`src/hdl/bcss_pkg.sv`:
```
`timescale 1ns / 1ps
`default_nettype none
// ----------------------------------------------------------------------------
// bcss_pkg
// Shared sizes, codes and controller/datapath interface types for the
// bounded cover selection search.
// ----------------------------------------------------------------------------
package bcss_pkg;

    localparam int NumPos    = 16;
    localparam int NumEnt    = 32;
    localparam int MultW     = 8;
    localparam int BoundW    = 16;
    localparam int TotalW    = 17;
    localparam int PosIdxW   = 4;
    localparam int EntIdxW   = 5;
    localparam int PosCntW   = 5;
    localparam int EntCntW   = 6;
    localparam int RowW      = NumPos * MultW;

    // request kinds carried in the input tuser
    localparam logic [1:0] OP_LOAD_BOUND = 2'd0;
    localparam logic [1:0] OP_LOAD_MULT  = 2'd1;
    localparam logic [1:0] OP_FIRST      = 2'd2;
    localparam logic [1:0] OP_NEXT       = 2'd3;

    // configuration register indexes
    localparam logic CFG_POSITION_COUNT = 1'b0;
    localparam logic CFG_ENTRY_COUNT    = 1'b1;

    // datapath commands
    typedef enum logic [3:0] {
        C_NOP,
        C_LOAD_BOUND,
        C_LOAD_MULT,
        C_CLEAR,
        C_REM_ADDR,
        C_REM_STEP,
        C_FWD_ADDR,
        C_FWD_EVAL,
        C_BACK_ADDR,
        C_DROP,
        C_RESUME,
        C_FOUND,
        C_EXHAUST
    } t_cmd;

    // datapath status toward the controller
    typedef struct packed {
        logic rem_done;     // remainder pass has no entry left
        logic cover_fail;   // remaining entries cannot cover the positions
        logic scan_end;     // forward scan passed the last entry
        logic uncov_zero;   // every position in use is covered
        logic fits;         // current row keeps all totals in bounds
        logic rem_short;    // later entries miss an uncovered position
        logic chosen_zero;  // selection is empty
        logic out_full;     // result register still holds a beat
    } t_stat;

endpackage
`default_nettype wire

```
`src/hdl/bcss_ctrl.sv`:
```
`timescale 1ns / 1ps
`default_nettype none
// ----------------------------------------------------------------------------
// bcss_ctrl
// Sequencer of the depth-first search: remainder pass, forward scan,
// backtracking and result hand-off.
// ----------------------------------------------------------------------------
module bcss_ctrl (
    input  wire logic            i_clk,
    input  wire logic            i_rst_n,
    input  wire logic            i_s_tvalid,
    input  wire logic [1:0]      i_op,
    input  wire bcss_pkg::t_stat i_stat,
    output logic                 o_s_tready,
    output bcss_pkg::t_cmd       o_cmd
);

    typedef enum logic [3:0] {
        S_IDLE, S_REM_A, S_REM_W, S_REM_S, S_COVER,
        S_FWD_A, S_FWD_W, S_FWD_E,
        S_BK_A, S_BK_W, S_BK_D, S_BK_C,
        S_FOUND, S_EXH
    } t_state;

    t_state r_state;
    t_state n_state;

    assign o_s_tready = (r_state == S_IDLE) && i_rst_n;

    // next state and command
    always_comb begin
        n_state = r_state;
        o_cmd   = bcss_pkg::C_NOP;
        case (r_state)
            S_IDLE: begin
                if (i_s_tvalid && o_s_tready) begin
                    case (i_op)
                        bcss_pkg::OP_LOAD_BOUND: o_cmd = bcss_pkg::C_LOAD_BOUND;
                        bcss_pkg::OP_LOAD_MULT:  o_cmd = bcss_pkg::C_LOAD_MULT;
                        bcss_pkg::OP_FIRST: begin
                            o_cmd   = bcss_pkg::C_CLEAR;
                            n_state = S_REM_A;
                        end
                        default: begin
                            n_state = i_stat.chosen_zero ? S_EXH : S_BK_A;
                        end
                    endcase
                end
            end
            S_REM_A: begin
                if (i_stat.rem_done) begin
                    n_state = S_COVER;
                end else begin
                    o_cmd   = bcss_pkg::C_REM_ADDR;
                    n_state = S_REM_W;
                end
            end
            S_REM_W: n_state = S_REM_S;
            S_REM_S: begin
                o_cmd   = bcss_pkg::C_REM_STEP;
                n_state = S_REM_A;
            end
            S_COVER: n_state = i_stat.cover_fail ? S_EXH : S_FWD_A;
            S_FWD_A: begin
                if (i_stat.scan_end) begin
                    n_state = i_stat.uncov_zero ? S_FOUND : S_BK_A;
                end else begin
                    o_cmd   = bcss_pkg::C_FWD_ADDR;
                    n_state = S_FWD_W;
                end
            end
            S_FWD_W: n_state = S_FWD_E;
            S_FWD_E: begin
                o_cmd   = bcss_pkg::C_FWD_EVAL;
                n_state = (!i_stat.fits && i_stat.rem_short) ? S_BK_A : S_FWD_A;
            end
            S_BK_A: begin
                if (i_stat.chosen_zero) begin
                    n_state = S_EXH;
                end else begin
                    o_cmd   = bcss_pkg::C_BACK_ADDR;
                    n_state = S_BK_W;
                end
            end
            S_BK_W: n_state = S_BK_D;
            S_BK_D: begin
                o_cmd   = bcss_pkg::C_DROP;
                n_state = S_BK_C;
            end
            S_BK_C: begin
                if (!i_stat.rem_short) begin
                    o_cmd   = bcss_pkg::C_RESUME;
                    n_state = S_FWD_A;
                end else begin
                    n_state = S_BK_A;
                end
            end
            S_FOUND: begin
                if (!i_stat.out_full) begin
                    o_cmd   = bcss_pkg::C_FOUND;
                    n_state = S_IDLE;
                end
            end
            S_EXH: begin
                if (!i_stat.out_full) begin
                    o_cmd   = bcss_pkg::C_EXHAUST;
                    n_state = S_IDLE;
                end
            end
            default: n_state = S_IDLE;
        endcase
    end

    // hold state
    always_ff @(posedge i_clk) begin
        if (!i_rst_n) begin
            r_state <= S_IDLE;
        end else begin
            r_state <= n_state;
        end
    end

endmodule
`default_nettype wire

```
`config.mk`:
```
export PLATFORM = sky130hd
export DESIGN_NAME = bcss_ctrl
export DESIGN_NICKNAME = d
export VERILOG_FILES = /design/src/hdl/bcss_pkg.sv /design/src/hdl/bcss_ctrl.sv
export SDC_FILE = /design/constraint.sdc
export NUM_CORES = 1
export LEC_CHECK = 0
export ABC_AREA = 0
export BUFFER_PORTS_ARGS = -buffer_cell sky130_fd_sc_hd__buf_4
export CORE_AREA = 2 2 39 41
export CTS_CLUSTER_SIZE = 10
export DETAILED_ROUTE_END_ITERATION = 8
export DIE_AREA = 0 0 41 43
export GPL_ROUTABILITY_DRIVEN = 1
export PLACE_DENSITY = 0.72
export SLEW_MARGIN = 20
export SYNTH_ARGS = -nofsm -noshare
export SYNTH_HDL_FRONTEND = slang
export SYNTH_SLANG_ARGS = --single-unit
```
`constraint.sdc`:
```
create_clock -name i_clk -period 1.6 [get_ports i_clk]
set_input_delay 0.16 -clock i_clk [delete_from_list [all_inputs] [get_ports i_clk]]
set_output_delay 0.16 -clock i_clk [all_outputs]
set_load 0.02 [all_outputs]
```
# Yosys cells after proc, flatten, opt, wreduce, memory -nomap -nowiden
# Cells that the tools add are included.
dict set report totals {
  ff_bits 4
  input_bits 13
  output_inout_bits 5
}
dict set report op_classes {
  n_eq_ne 18
  mux 21
  reduce_logical 9
}
# op n
set ops {}
lappend ops {{case mux 4 bit (13 select lines)} 1}
lappend ops {{two-way mux 4 bit} 10}
lappend ops {{case mux 4 bit (10 select lines)} 1}
lappend ops {{equality test 4 bit, second input constant} 6}
lappend ops {{two-way mux 3 bit} 6}
lappend ops {{equality test 4 x 3 -> 1 bit, second input constant} 4}
lappend ops {{equality test 4 x 2 -> 1 bit, second input constant} 2}
lappend ops {{case mux 4 bit (2 select lines)} 1}
lappend ops {{case mux 2 bit (3 select lines)} 1}
lappend ops {{equality test 4 x 1 -> 1 bit, second input constant} 1}
lappend ops {{zero test 4 bit} 1}
lappend ops {{!= test 2 bit, second input constant} 2}
lappend ops {{OR reduction 2 bit} 2}
lappend ops {{logical AND 1 bit} 3}
lappend ops {{AND reduction 3 bit} 1}
lappend ops {{equality test 2 x 1 -> 1 bit, second input constant} 1}
lappend ops {{equality test 2 bit, second input constant} 1}
lappend ops {{zero test 2 bit} 1}
lappend ops {{two-way mux 2 bit} 1}
lappend ops {{!= test 2 x 1 -> 1 bit, second input constant} 1}
lappend ops {{zero test 1 bit} 1}

# Longest topological paths before layout
dict set report depth {
  word_depth 5
  depth_mapped 6
}

# Least setup slack after synthesis
# No wires, ideal clock.
dict set report synth_path {
  path_kind {register to output}
  from {register r_state[1]}
  to {output o_cmd[0]}
  arrival_time_ns 1.531
  slack_ns -0.091
  stages_incl_launch_ff 4
  path_cell_list {dfxtp_1 > buf_4 > inv_1 > o311ai_0}
}
dict set report synth_via {
  elab_chain_cells 5
  elab_cells_between_ends 14
  cone_classes {eq/ne (9); mux (2); reduce/logical (3)}
}
# element line
set synth_lines {}
lappend synth_lines {{start, declared} bcss_ctrl.sv:25} ;# t_state r_state;
lappend synth_lines {{start signal, assigned} bcss_ctrl.sv:119} ;# r_state <= n_state;
lappend synth_lines {{zero test 4 bit} {bcss_ctrl.sv:28, bcss_ctrl.sv:34}}
lappend synth_lines {{logical AND 1 bit} bcss_ctrl.sv:28} ;# assign o_s_tready = (r_state == S_IDLE) && i_rst_n;
lappend synth_lines {{logical AND 1 bit} bcss_ctrl.sv:36} ;# if (i_s_tvalid && o_s_tready) begin
lappend synth_lines {{two-way mux 2 bit} bcss_ctrl.sv:36}
lappend synth_lines {{case mux 4 bit (10 select lines) *} bcss_ctrl.sv:34} ;# case (r_state)
lappend synth_lines {{end, declared} bcss_ctrl.sv:15} ;# output bcss_pkg::t_cmd o_cmd
# Mark *: on every way between the ends. The rest lies on a longest branch, timed or not.

# Worst setup path in the final report
dict set report layout_path {
  from {register r_state[2]}
  to {output o_cmd[0]}
}
# The elaborated chain is that of the path after synthesis.

==> results.md <==
* Run status: finished, violations left
* Failing checks: setup timing
* Main synth FF type: dfxtp_1
* Hpwl dp at 1220 um
* Switch Pwr at 0.640 mW
* Row cnt at 14
* Clk network pwr share at 8.8%
* Crit Path Category: flip-flop to output pin
* Maximum VDD drop at 0.000743 V
* CP arrival at 1.49 ns
* GRT overflow at 0
* Port Buf Inserts at 17
* Worst clock skew at 0.000424 ns
* Fin crit period at 1.65 ns
* P per Cell Area at 1550 nW/um^2
* Pin count of the biggest net entering global routing at 14
* Total CTS buffers at 3
* Synth area leaders: dfxtp_1, ha_1, a21oi_1
* Inst Count DP at 115
* Sequential-to-total area share from yosys stat at 13.1%
* #FFs+latches synth at 4
* Final Hold Fails at 0
* Area Overhead vs Synth at 46.0%
* Rel. slew slack at 82.0%
* Seq pwr share at 16.8%
* Worst setup margin at -0.0472 ns
* Cell Chain, Critical Path: or3b_4, a21oi_2, nand2_1, o311ai_2, buf_4
* Largest registers: r_state: 4 flops
* Clk buf depth at 2
* Antenna-violating nets left at 0
* DR vias at 725
* Vias/cell at 5.89
* Synth cell types at 34
* DRC viols at 0
* Leakage at 0.390 nW
* Largest register by flop count: r_state
* GPL Wtd Cong at 0.860
* Crit-path leading delay family: simple AND/OR/NAND/NOR gates
* Synth Instances at 83
* Worst-Skew Late Latency at 0.23 ns
* Number of flops mapped to enable cells by yosys at 0
* CP max-delay cell: or3b_4
* Non-Filler Instances at 123
* CP bufs+invs at 1
* Final Setup Violations at 1
* Starting DRT DRC Count at 25
* Hold crit path type: input pin to flip-flop
* CTS tree: yes
* Sw Share at 46.4%
* Max-Cap Viols at 0
* Worst setup EP type: output pin
* Register Area at 92.6 um^2
* Unrepaired setup endpoints after global routing: true
* Final WL at 1800 um
* Chip height at 43 um
* Antenna violations before repair at 0
* Clock root buffer: clkbuf_4
* Int Power at 0.740 mW
* Synth Cell Area at 612 um^2
* Hold_ws at 0.185 ns
* Critical path data required time at 1.44 ns
* CP max stage delay at 0.40 ns
* Slew Limit Fails at 0
* # fillers at 132
* Share of cells above drive strength 1 at 46.7%
* First-pass GRT wire length at 2860 um
* Leading area contributor after synthesis: dfxtp_1
* Syn Area/Cell at 7.37 um^2
* Asr flop ratio synth at 0%
* Vias in the first global route at 649
* Crit path launch type: flip-flop
* Clock net sink count at 4
* Core Area at 1380 um^2
* Initial core utilization at 44.2%
* Total Nets Final at 126
* WL/cell at 14.6 um
* Logic pwr share at 74.3%
* Synthesized net count at 100
* Max reg flops at 4
* Footprint of the multi-input gates at 533 um^2
* Die Area at 1760 um^2
* CTS clk-pin slew, worst paths at 0.04 ns
* Syn. warnings at 0
* DRT Pass-1 Iters at 4
* Final Util at 64.6%
* Post-synth top area share at 13.1%
* Tcrit/Tclk final at 103%
* Slew @ Worst Pin at 0.268 ns
* Tot GR Track Use at 23.1%
* CP Max Fanout at 5
* H-tree Lvls at 1
* I/O pins at 18
* Hold-fix buffers, CTS at 0
* N_diodes at 0
* Die width at 41 um
* Achievable Freq at 0.607 GHz
[per-stage QoR]
stage / total power, mW / setup slack, ns / instance area [um^2] / TNS, ns
6_report: 1.38 / -0.0472 / 893 / -0.0472
4_1_cts: 1.30 / -0.0148 / 851 / -0.0148
2_1_floorplan: 0.821 / 0.106 / 612 / 0
5_1_grt: 1.49 / -0.0750 / 893 / -0.143
3_3_place_gp: 1.03 / 0.0459 / 757 / 0
3_5_place_dp: 1.03 / 0.0535 / 757 / 0
[timing repair]
action | 4_1_cts | 5_1_grt
cloned | 0 | 0
pin swaps | 4 | 3
resized for setup | 12 | 11
endpoints found under the setup margin | 5 | 4
buffers inserted | 5 | 0
[tightest hold or removal path, cell delays in order]
cell,delay [ns]
buf_4,0.13
nand2_1,0.05
nor2_1,0.03
[layout by cell type (no fill, tap or decap), types with 2 or more instances in the layout]
cell type	Yosys	layout
dfxtp_4	0	3
nand2b_1	6	5
o21ai_0	4	3
buf_4	3	23
nor3b_2	1	2
a21oi_2	1	3
a21oi_1	8	6
nor2b_2	0	2
a31oi_1	2	2
ha_1	4	4
clkbuf_4	0	3
nor2b_1	5	3
nor2_1	4	4
nand2_1	8	8
o21ai_1	1	2
mux2i_1	2	2
nor3_1	2	2
inv_1	5	5
nand3_2	0	3
buf_6	0	3
[Yosys cell counts, types with 2 or more instances]
cell / number
a21oi_1: 8
a31oi_1: 2
and2_1: 2
buf_2: 2
buf_4: 3
dfxtp_1: 4
ha_1: 4
inv_1: 5
mux2i_1: 2
nand2_1: 8
nand2b_1: 6
nand3_1: 4
nor2_1: 4
nor2b_1: 5
nor3_1: 2
o21ai_0: 4
[cells by family (layout without fill, tap and decap cells)]
group / after synthesis / after routing / synth area share (%)
compound gates: 25 / 25 / 28.6
fa+ha+maj: 4 / 4 / 8.18
buf+inv: 10 / 34 / 8.38
flops: 4 / 4 / 13.1
mux: 2 / 2 / 3.27
simple gates: 38 / 38 / 38.4
[final cells by class]
cell class	instances	share of cell area, %
multi-input cells	69	59.7
clock buffers	3	2.52
flip-flops and latches	4	10.4
inverters	5	2.10
repair buffers	26	23.1
well taps	16	2.24
[metal layers]
metal  up-vias  GRT usage [%]  share of wire [%]
met3         2           6.81                4.9
li1        353              -                  -
met4         0           1.33               0.78
met2        27           37.2                 53
met5         -              0                  0
met1       343           30.9                 41
[worst paths after layout]
check	start	end	slack, ns	depth (start not counted)
max	r_state[2]$_SDFFE_PN0P_	o_cmd[0]	-0.05	5
max reg2reg	r_state[1]$_SDFFE_PN0P_	r_state[3]$_SDFFE_PN0P_	0.22	5
min	i_rst_n	r_state[1]$_SDFFE_PN0P_	0.19	3
min reg2reg	r_state[2]$_SDFFE_PN0P_	r_state[1]$_SDFFE_PN0P_	0.64	3
[power groups by stage]
stage	registers (mW)	logic, mW	clock network [mW]
final	0.232	1.03	0.122
after global routing	0.242	1.12	0.133
after CTS	0.226	0.946	0.128
after detailed placement	0.245	0.788	0
after global placement	0.244	0.782	0
after floorplan	0.186	0.635	0
Note: power is estimated with default switching activity, not from simulation.
